$ cat src/rtl/core/kpc_pkg.sv
// Package for the key press classifier: sizes, register indexes and event codes.
// No dependencies; the classifier top level imports it.
package kpc_pkg;

  // Number of key inputs taken into account, and the tick counter width
  localparam int KEY_COUNT   = 4;
  localparam int COUNT_WIDTH = 16;

  // Fixed field widths
  localparam int KEYS_W  = 4;
  localparam int KIND_W  = 3;
  localparam int REG_W   = 16;
  localparam int INDEX_W = 2;

  // Compare width: room for the counter or a register, plus the carry of a sum
  localparam int CMP_W = ((COUNT_WIDTH > REG_W) ? COUNT_WIDTH : REG_W) + 1;

  // Keys above KEY_COUNT are ignored
  localparam logic [KEYS_W-1:0] KEY_MASK = KEYS_W'((64'd1 << KEY_COUNT) - 64'd1);

  // Counter ceiling
  localparam logic [COUNT_WIDTH-1:0] COUNT_MAX = '1;

  // Configuration register indexes
  localparam logic [INDEX_W-1:0] REG_DEBOUNCE = 2'd0;
  localparam logic [INDEX_W-1:0] REG_LONG     = 2'd1;
  localparam logic [INDEX_W-1:0] REG_REPEAT   = 2'd2;

  // Register reset values
  localparam logic [REG_W-1:0] DEBOUNCE_RST = 16'd3;
  localparam logic [REG_W-1:0] LONG_RST     = 16'd100;
  localparam logic [REG_W-1:0] REPEAT_RST   = 16'd20;

  // Event codes
  localparam logic [KIND_W-1:0] EV_PRESS    = 3'd0;
  localparam logic [KIND_W-1:0] EV_LONG     = 3'd1;
  localparam logic [KIND_W-1:0] EV_REPEAT   = 3'd2;
  localparam logic [KIND_W-1:0] EV_SHORT_UP = 3'd3;
  localparam logic [KIND_W-1:0] EV_LONG_UP  = 3'd4;

endpackage

$ cat src/rtl/core/key_press_classifier.sv
// Key press classifier: debounce, long press, hold repeat and release events.
// Depends on kpc_pkg for sizes, register indexes and event codes.
//
//  channel | ports                        | beat contents
//  --------+------------------------------+-------------------------------------------
//  in      | in_tvalid/in_tready/in_tdata | one scan tick: raw_keys
//  out     | out_tvalid/out_tready/out_tdata | one event: key_pattern, event_kind
//  cfg     | cfg_valid/cfg_ready          | register write: cfg_index, cfg_data
//
// One tick per cycle sustained while the output is not stalled. A tick is taken into the
// input register, then classified combinationally against the held pattern and counter,
// and its event, if any, lands in the output register when the input register advances.
// rst_n is synchronous; it restores the register defaults and clears the state.
// A stalled event holds the output register; the input register still drains
// into it once it frees, and an empty input register always takes a new tick.
module key_press_classifier
  import kpc_pkg::*;
(
  input  logic               clk,
  input  logic               rst_n,
  // in_tdata: [3:0] raw_keys, [7:4] zero
  input  logic               in_tvalid,
  output logic               in_tready,
  input  logic [7:0]         in_tdata,
  // out_tdata: [3:0] key_pattern, [6:4] event_kind, [7] zero
  output logic               out_tvalid,
  input  logic               out_tready,
  output logic [7:0]         out_tdata,
  input  logic               cfg_valid,
  output logic               cfg_ready,
  input  logic [INDEX_W-1:0] cfg_index,
  input  logic [REG_W-1:0]   cfg_data
);

  // Configuration registers
  logic [REG_W-1:0] debounce_r, long_r, repeat_r;

  // Input register
  logic              s1_valid_r;
  logic [KEYS_W-1:0] s1_keys_r;

  // Classifier state
  logic [KEYS_W-1:0]      held_r, held_nxt;
  logic [COUNT_WIDTH-1:0] count_r, count_nxt;

  // Output register
  logic              out_valid_r;
  logic [KEYS_W-1:0] out_pat_r;
  logic [KIND_W-1:0] out_kind_r;

  logic              s1_adv, s1_fire;
  logic [KEYS_W-1:0] keys;
  logic              ev_valid;
  logic [KIND_W-1:0] ev_kind;
  logic [COUNT_WIDTH-1:0] cnt_inc;
  logic [CMP_W-1:0]  cnt_ext, inc_ext, deb_ext, long_ext, rep_point;

  assign cfg_ready = 1'b1;

  // Take register writes; indexes beyond the list are dropped
  always_ff @(posedge clk) begin
    if (!rst_n) begin
      debounce_r <= DEBOUNCE_RST;
      long_r     <= LONG_RST;
      repeat_r   <= REPEAT_RST;
    end else if (cfg_valid) begin
      unique case (cfg_index)
        REG_DEBOUNCE: debounce_r <= cfg_data;
        REG_LONG:     long_r     <= cfg_data;
        REG_REPEAT:   repeat_r   <= cfg_data;
        default: ;
      endcase
    end
  end

  // Advance the input stage whenever the output register is free or draining
  assign s1_adv    = !out_valid_r || out_tready;
  assign s1_fire   = s1_valid_r && s1_adv;
  assign in_tready = !s1_valid_r || s1_adv;

  always_ff @(posedge clk) begin
    if (!rst_n) begin
      s1_valid_r <= 1'b0;
    end else if (in_tready) begin
      s1_valid_r <= in_tvalid;
    end
  end

  always_ff @(posedge clk) begin
    if (in_tready && in_tvalid) begin
      s1_keys_r <= in_tdata[KEYS_W-1:0];
    end
  end

  // Classify the tick against the held pattern
  assign keys      = s1_keys_r & KEY_MASK;
  assign cnt_inc   = count_r + COUNT_WIDTH'(1);
  assign cnt_ext   = CMP_W'(count_r);
  assign inc_ext   = CMP_W'(cnt_inc);
  assign deb_ext   = CMP_W'(debounce_r);
  assign long_ext  = CMP_W'(long_r);
  assign rep_point = CMP_W'(long_r) + CMP_W'(repeat_r);

  always_comb begin
    held_nxt  = held_r;
    count_nxt = count_r;
    ev_valid  = 1'b0;
    ev_kind   = EV_PRESS;
    if (keys == '0) begin
      // Release: report by how far the count got, then forget the pattern
      if (held_r != '0) begin
        if (cnt_ext >= long_ext) begin
          ev_valid = 1'b1;
          ev_kind  = EV_LONG_UP;
        end else if (cnt_ext >= deb_ext) begin
          ev_valid = 1'b1;
          ev_kind  = EV_SHORT_UP;
        end
      end
      held_nxt  = '0;
      count_nxt = '0;
    end else if (keys != held_r) begin
      held_nxt  = keys;
      count_nxt = '0;
    end else if (count_r != COUNT_MAX) begin
      // Steady pattern: count up and check thresholds in priority order
      count_nxt = cnt_inc;
      if (inc_ext == deb_ext) begin
        ev_valid = 1'b1;
        ev_kind  = EV_PRESS;
      end else if (inc_ext == long_ext) begin
        ev_valid = 1'b1;
        ev_kind  = EV_LONG;
      end else if (inc_ext == rep_point) begin
        ev_valid  = 1'b1;
        ev_kind   = EV_REPEAT;
        count_nxt = COUNT_WIDTH'(long_r);
      end
    end
  end

  // Update state on each classified tick
  always_ff @(posedge clk) begin
    if (!rst_n) begin
      held_r  <= '0;
      count_r <= '0;
    end else if (s1_fire) begin
      held_r  <= held_nxt;
      count_r <= count_nxt;
    end
  end

  // Load the output register; hold it while stalled
  always_ff @(posedge clk) begin
    if (!rst_n) begin
      out_valid_r <= 1'b0;
    end else if (s1_adv) begin
      out_valid_r <= s1_fire && ev_valid;
    end
  end

  always_ff @(posedge clk) begin
    if (s1_fire && ev_valid) begin
      out_pat_r  <= held_r;
      out_kind_r <= ev_kind;
    end
  end

  assign out_tvalid = out_valid_r;
  assign out_tdata  = {1'b0, out_kind_r, out_pat_r};

`ifndef NO_ASSERTIONS
  // An empty held pattern always comes with a cleared counter
  a_idle_count: assert property (@(posedge clk) disable iff (!rst_n)
    held_r == '0 |-> count_r == '0)
    else $error("counter nonzero with no held pattern");

  // Every event names a held pattern
  a_event_pattern: assert property (@(posedge clk) disable iff (!rst_n)
    out_valid_r |-> out_pat_r != '0)
    else $error("event with empty key pattern");

  // A released tick always clears the held pattern
  a_release_clears: assert property (@(posedge clk) disable iff (!rst_n)
    s1_fire && keys == '0 |=> held_r == '0)
    else $error("release did not clear held pattern");

  // A stalled event is never overwritten by the input stage
  a_no_overwrite: assert property (@(posedge clk) disable iff (!rst_n)
    out_valid_r && !out_tready |=> out_valid_r && $stable(out_pat_r) && $stable(out_kind_r))
    else $error("stalled event overwritten");

  // Event codes stay within the defined set
  a_kind_range: assert property (@(posedge clk) disable iff (!rst_n)
    out_valid_r |-> out_kind_r <= EV_LONG_UP)
    else $error("undefined event code");
`endif

endmodule
$ cat config.mk
export PLATFORM = sky130hd
export DESIGN_NAME = key_press_classifier
export DESIGN_NICKNAME = d
export VERILOG_FILES = /design/src/rtl/core/kpc_pkg.sv /design/src/rtl/core/key_press_classifier.sv
export SDC_FILE = /design/constraint.sdc
export NUM_CORES = 1
export LEC_CHECK = 0
export BUFFER_PORTS_ARGS = -buffer_cell sky130_fd_sc_hd__buf_2
export CAP_MARGIN = 20
export CORE_UTILIZATION = 55
export CTS_CLUSTER_DIAMETER = 200
export DETAILED_ROUTE_END_ITERATION = 16
export MAX_ROUTING_LAYER = met4
export PLACE_DENSITY = 0.74
export SLEW_MARGIN = 20
export SYNTH_ARGS = -nofsm -noshare
export SYNTH_HDL_FRONTEND = slang
export SYNTH_SLANG_ARGS = --single-unit
$ cat constraint.sdc
create_clock -name clk -period 3.58 [get_ports clk]
set_clock_uncertainty 0.1 [all_clocks]
set_input_delay 0.716 -clock clk [delete_from_list [all_inputs] [get_ports clk]]
set_output_delay 0.716 -clock clk [all_outputs]
set_load 0.05 [all_outputs]
Yosys cells after proc, flatten, opt, wreduce, memory -nomap -nowiden
Cells that the tools add are included.
{"block": "classes", "add_sub_neg": 2, "order_cmp": 2, "eq_ne": 7, "n_mux": 26, "n_reduce_logical": 17}
{"cell": "two-way mux 16 bit", "n": 6}
{"cell": "== test 16 bit", "n": 2}
{"cell": "greater-or-equal comparator 16 bit", "n": 2}
{"cell": "adder 16 x 16 -> 17 bit", "n": 1}
{"cell": "== test 16 x 17 -> 1 bit", "n": 1}
{"cell": "adder 16 x 1 -> 16 bit (second input constant)", "n": 1}
{"cell": "!= test 16 bit (second input constant)", "n": 1}
{"cell": "two-way mux 2 bit", "n": 6}
{"cell": "AND reduction 2 bit", "n": 5}
{"cell": "two-way mux 1 bit", "n": 9}
{"cell": "two-way mux 3 bit", "n": 3}
{"cell": "two-way mux 4 bit", "n": 2}
{"cell": "logical NOT 4 bit", "n": 1}
{"cell": "!= test 4 bit", "n": 1}
{"cell": "nonzero test 4 bit", "n": 1}
{"cell": "logical AND 1 bit", "n": 3}
{"cell": "nonzero test 3 bit", "n": 1}
{"cell": "== test 2 x 1 -> 1 bit (second input constant)", "n": 1}
{"cell": "== test 2 bit (second input constant)", "n": 1}
{"cell": "logical NOT 1 bit", "n": 2}
{"cell": "logical NOT 2 bit", "n": 1}
{"cell": "logical OR 1 bit", "n": 2}
{"cell": "nonzero test 2 bit", "n": 1}
{"block": "totals", "register_bits": 81, "in_bits": 31, "out_inout_bits": 11, "word_cells": 64}

Longest topological paths before layout
{"block": "logic_depth", "depth_word": 9, "mapped_depth": 14, "ltp_nobuf": 13}

Worst setup path after synthesis
No wires, ideal clock.
{"block": "synth_path", "path_kind": "register to register", "startpoint": "register count_r[1]", "endpoint": "register count_r[0]", "setup_ps": 120, "arrival_time_ps": 2757, "t_required_ps": 3360, "slack_ps": 604, "path_stages_with_launch": 12, "path_buffers": 0, "synth_period_minus_slack_ps": 2976, "path_cell_list": "dfxtp_1 > ha_1 > nand3_1 > xor3_1 > or3b_1 > a211o_1 > nand3b_1 > nor4b_2 > nand4_1 > nor3_4 > nor3_1 > a211o_1"}
{"block": "synth_via", "elab_chain_cells": 8, "elab_cells_between_ends": 13, "cone_classes": "add/sub (1); eq/ne (4); mux (6); reduce/logical (2)"}
{"element": "from (decl)", "line_no": "key_press_classifier.sv:44", "rtl": "logic [COUNT_WIDTH-1:0] count_r, count_nxt;"}
{"element": "from (signal assigned)", "line_no": "key_press_classifier.sv:149", "rtl": "count_r <= count_nxt;"}
{"element": "adder 16 x 1 -> 16 bit", "line_no": "key_press_classifier.sv:97", "rtl": "assign cnt_inc = count_r + COUNT_WIDTH'(1);"}
{"element": "== test 16 x 17 -> 1 bit", "line_no": "key_press_classifier.sv:134", "rtl": "end else if (inc_ext == rep_point) begin"}
{"element": "two-way mux 16 bit", "line_no": "key_press_classifier.sv:134"}
{"element": "two-way mux 16 bit", "line_no": "key_press_classifier.sv:131", "rtl": "end else if (inc_ext == long_ext) begin"}
{"element": "two-way mux 16 bit", "line_no": "key_press_classifier.sv:128", "rtl": "if (inc_ext == deb_ext) begin"}
{"element": "two-way mux 16 bit", "line_no": "key_press_classifier.sv:125", "rtl": "end else if (count_r != COUNT_MAX) begin"}
{"element": "two-way mux 16 bit", "line_no": "key_press_classifier.sv:122", "rtl": "end else if (keys != held_r) begin"}
{"element": "two-way mux 16 bit", "line_no": "key_press_classifier.sv:109", "rtl": "if (keys == '0) begin"}
Parallel ways exist; a longest one is shown, timed or not. The select of a mux whose other input is x is not followed.
A chain may end at the register's enable or synchronous reset.

Worst setup path after layout
{"block": "layout_path", "startpoint": "register count_r[7]", "endpoint": "register count_r[2]"}
The elaborated chain is that of the path after synthesis.

==> flow_metrics.py <==
metrics = {
    "die": {
        "std_cell_rows": 38,
        "fp.dieW_um": 108.5,
        "start_util_pct": 57.06,
        "die_h_um": 108.5,
        "pin_count": 42,
        "core_um2": 10940,
        "die_area_um2": 11770,
    },
    "power_and_ir_drop": {
        "sw_frac_of_total_pct": 26.69,
        "power_frac_clock_pct": 41.1,
        "p_int_w": 0.001551,
        "power_frac_comb_pct": 12.8,
        "p_leak_nw": 2.914,
        "ir_drop_uv": 326.9,
        "powerDensity_nw_per_um2": 299.3,
        "pwr-share-seq_pct": 46.0,
        "p_switching_w": 0.0005648,
    },
    "routing": {
        "first_pass_iters": 5,
        "post_drt_via_cell_ratio": 6.158,
        "post_drt_wl_per_cell_um": 19.82,
        "vias": 5764,
        "drcViolationCount": 0,
        "drtIter0Drc": 353,
        "postRouteAntennaNets": 0,
        "met2_length_um": 8462,
        "m1WireLength_um": 8420,
        "met3WireLength_um": 1255,
        "wirelength_um": 18560,
        "top_layer_used": "met4",
    },
    "worst_setup_path": {
        "r2r_start": "count_r[7]$_SDFFE_PN0P_",
        "path_cells": "nand4_4, buf_4, a211o_1, a2111oi_2, o2111ai_1, nor4_1, nand4_1, nand2b_4, nor3_4, buf_12, buf_4, or4b_1, nand3_1",
        "endpoint_kind": "register",
        "cpMaxStageDelayCell": "or4b_1",
        "worst_r2r_endpoint": "count_r[2]$_SDFFE_PN0P_",
        "crit_fanout": 7,
        "start_kind": "register",
        "regToRegSetupSlack_ns": 0.16,
        "arrival_ns": 3.62,
        "critical-path-top-delay-family": "simple AND/OR/NAND/NOR gates",
        "worst_r2r_path_depth": 13,
        "cpMostUsedCell": "buf_4",
        "cp.required_ns": 3.77,
        "path_buf_inv": 3,
        "critical_path.max_stage_delay_ns": 0.51,
        "worstSetupPathType": "register to register",
    },
    "global_routing": {
        "grt_usage_pct": 34.30,
        "grt_max_degree": 55,
        "grt_overflow_total": 0,
        "grt_pass1_vias": 5393,
        "grt_pass1_wl_um": 28950,
        "antenna_found_initial": 0,
    },
    "clock_tree": {
        "clockBufferDepth": 2,
        "h-tree-depth": 3,
        "cts_tree": "yes",
        "clk_latency_ns": 0.35,
        "clock_sinks": 81,
        "numCtsBuffers": 9,
        "clk_pin_slew_ns": 0.06,
        "hold_buffers": 0,
        "clockRootBuffer": "clkbuf_16",
    },
    "cells_and_area": {
        "area_growth_pct": 13.27,
        "fill_cells": 965,
        "stdcell_count": 936,
        "nNetsFinal": 872,
        "finalInstanceArea_um2": 7068,
        "multi_input_area_um2": 4179,
        "seqCellArea_um2": 1737,
        "num_antenna_cells": 0,
        "layout-drive-gt1-share_pct": 15.33,
    },
    "synthesis": {
        "synthXorXnorAreaFrac_pct": 10.29,
        "synth-main-ff-cell": "dfxtp_1",
        "synth-compound-area-share_pct": 21.01,
        "ys_warn_count": 0,
        "synth_top_cell_by_area": "dfxtp_1",
        "synth_area_um2": 6240,
        "synthTopCellsByArea": "dfxtp_1, ha_1, nand2_1, edfxtp_1, a21boi_0",
        "synthCells": 745,
        "avgSynthCellArea_um2": 8.375,
        "seq_area_frac_synth_pct": 27.75,
        "ys_async_sr_fraction_pct": 0,
        "syn_nets": 826,
        "synthMuxAreaShare_pct": 0.9625,
        "synth_fa_ha_area_share_pct": 10.15,
        "synth_top_cell_area_share_pct": 22.46,
        "ys_ff_latch": 81,
        "synth-edff-count": 11,
        "synth-simple-area-share_pct": 23.92,
        "synth_top_family_by_area": "simple AND/OR/NAND/NOR gates",
        "synth_cell_types": 72,
    },
    "timing": {
        "setup_tns_ns": 0,
        "relSlewSlack_pct": 46.92,
        "setup_ws_ns": 0.1567,
        "fin_crit_ns": 3.423,
        "hold_viol": 0,
        "worst_slew_pin_slew_ns": 0.7963,
        "post-route-period-util_pct": 95.62,
        "maxSlewViolCount": 0,
        "finalSetupViolCount": 0,
        "max_freq_mhz": 292.1,
        "whs_ns": 0.3705,
    },
    "placed_design": {
        "gp_congestion": 0.9201,
        "dp_hpwl_um": 14390,
        "dp_slack_ns": 0.07609,
        "placed_area_um2": 6731,
        "placed_cells": 918,
        "port_buffers": 35,
    },
    "flow_run": {
        "max_cap_viol_count": 0,
    },
    "worst_hold_path": {
        "hp-start": "repeat_r[13]$_SDFFE_PN0P_",
        "hold_depth": 2,
        "hold_path.class": "register to register",
        "whs_endpoint": "repeat_r[13]$_SDFFE_PN0P_",
    },
    "status": {
        "outcome": "finished clean",
    },
}
-- worst min-delay path, stage by stage (launching register included) --
cell	delay [ns]
dfxtp_1	0.31
nand2_1	0.05
a21boi_0	0.06
-- per-stage QoR --
stage | power (W) | util (%)
2_1_floorplan | 0.001171 | -
3_3_place_gp | 0.001248 | 61.56
3_5_place_dp | 0.001257 | 61.56
4_1_cts | 0.002115 | 64.08
5_1_grt | 0.002187 | 64.63
6_report | 0.002116 | 64.63
-- cells in the final DEF, fill, tap and decap left out, types with 4 or more instances in the layout --
master / instances
clkbuf_16: 9
inv_1: 36
a21oi_1: 29
o211ai_1: 13
or2_2: 4
a31oi_1: 6
xnor3_1: 7
o21a_1: 4
a211o_1: 15
nand3_1: 24
nand3b_1: 8
xor2_1: 13
xnor2_1: 34
nand2_1: 133
nand2b_1: 13
nor4_1: 6
dfxtp_1: 68
ha_1: 48
edfxtp_1: 11
or3_1: 4
buf_2: 35
a21o_1: 13
o2111ai_1: 5
nor2b_1: 13
a32oi_1: 13
o21bai_1: 5
and3_1: 6
o21ai_0: 17
a21boi_0: 42
nand4_1: 13
nor2_1: 13
nor3_1: 7
and2_1: 10
buf_4: 44
mux2i_1: 6
and4_1: 5
-- layer usage --
layer | GRT usage (%) | vias up
li1 | - | 2764
met4 | 11.68 | 0
met3 | 5.726 | 34
met1 | 46.40 | 2755
met5 | - | -
met2 | 51.67 | 211
-- timing repair --
item | CTS | global route
resized for setup | 0 | 8
endpoints found under the setup margin | 0 | 24
buffers inserted | 0 | 2
hold endpoints to repair | 0 | 0
-- power by group through the flow --
| stage | clock network (W) | logic [W] | registers [W] |
|---|---|---|---|
| floorplan | 0 | 0.000186 | 0.000985 |
| global placement | 0 | 0.000257 | 0.000991 |
| detailed placement | 0 | 0.000264 | 0.000993 |
| CTS | 0.000875 | 0.000267 | 0.000973 |
| global route | 0.000914 | 0.000296 | 0.000976 |
| finish | 0.000870 | 0.000272 | 0.000974 |
-- state kept, by name, summed over array words and instances, names as in the netlist --
name / count
long_r: 16
out_tvalid: 1
count_r: 16
out_kind_r: 3
keys: 4
held_r: 4
out_pat_r: 4
debounce_r: 16
s1_valid_r: 1
repeat_r: 16
-- area by class of cell --
cell class	count	area share, %
clock buffer	12	3.487
clock inverter	4	0.4249
inverter	36	1.912
multi-input combinational	581	59.13
sequential	81	24.57
tap	140	2.478
timing repair buffer	82	8.001
-- cells in the mapped netlist (14+ instances only) --
cell,number
nand2_1,133
nor2_1,14
a211o_1,15
dfxtp_1,70
a21oi_1,29
inv_1,36
nand3_1,24
xnor2_1,35
a21boi_0,42
o21ai_0,17
ha_1,49
clkbuf_1,27
-- kinds of logic after synthesis --
family	count (synthesis)
buf+inv	83
compound gates	183
xor+xnor	58
flops	81
simple gates	282
fa+ha+maj	50
mux	6
other cells	2
-- worst max path at each step --
stage / from / slack [ns] / cells after the start / end
after global placement: count_r[0]$_SDFFE_PN0P_ / 0.12 / 12 / count_r[2]$_SDFFE_PN0P_
after CTS: count_r[0]$_SDFFE_PN0P_ / 0.06 / 12 / count_r[2]$_SDFFE_PN0P_
after floorplan: count_r[1]$_SDFFE_PN0P_ / 0.60 / 11 / count_r[0]$_SDFFE_PN0P_
after global routing: count_r[7]$_SDFFE_PN0P_ / -0.02 / 13 / count_r[10]$_SDFFE_PN0P_
final: count_r[7]$_SDFFE_PN0P_ / 0.16 / 13 / count_r[2]$_SDFFE_PN0P_
after detailed placement: count_r[0]$_SDFFE_PN0P_ / 0.08 / 12 / count_r[0]$_SDFFE_PN0P_
Note: power is estimated with default switching activity, not from simulation.
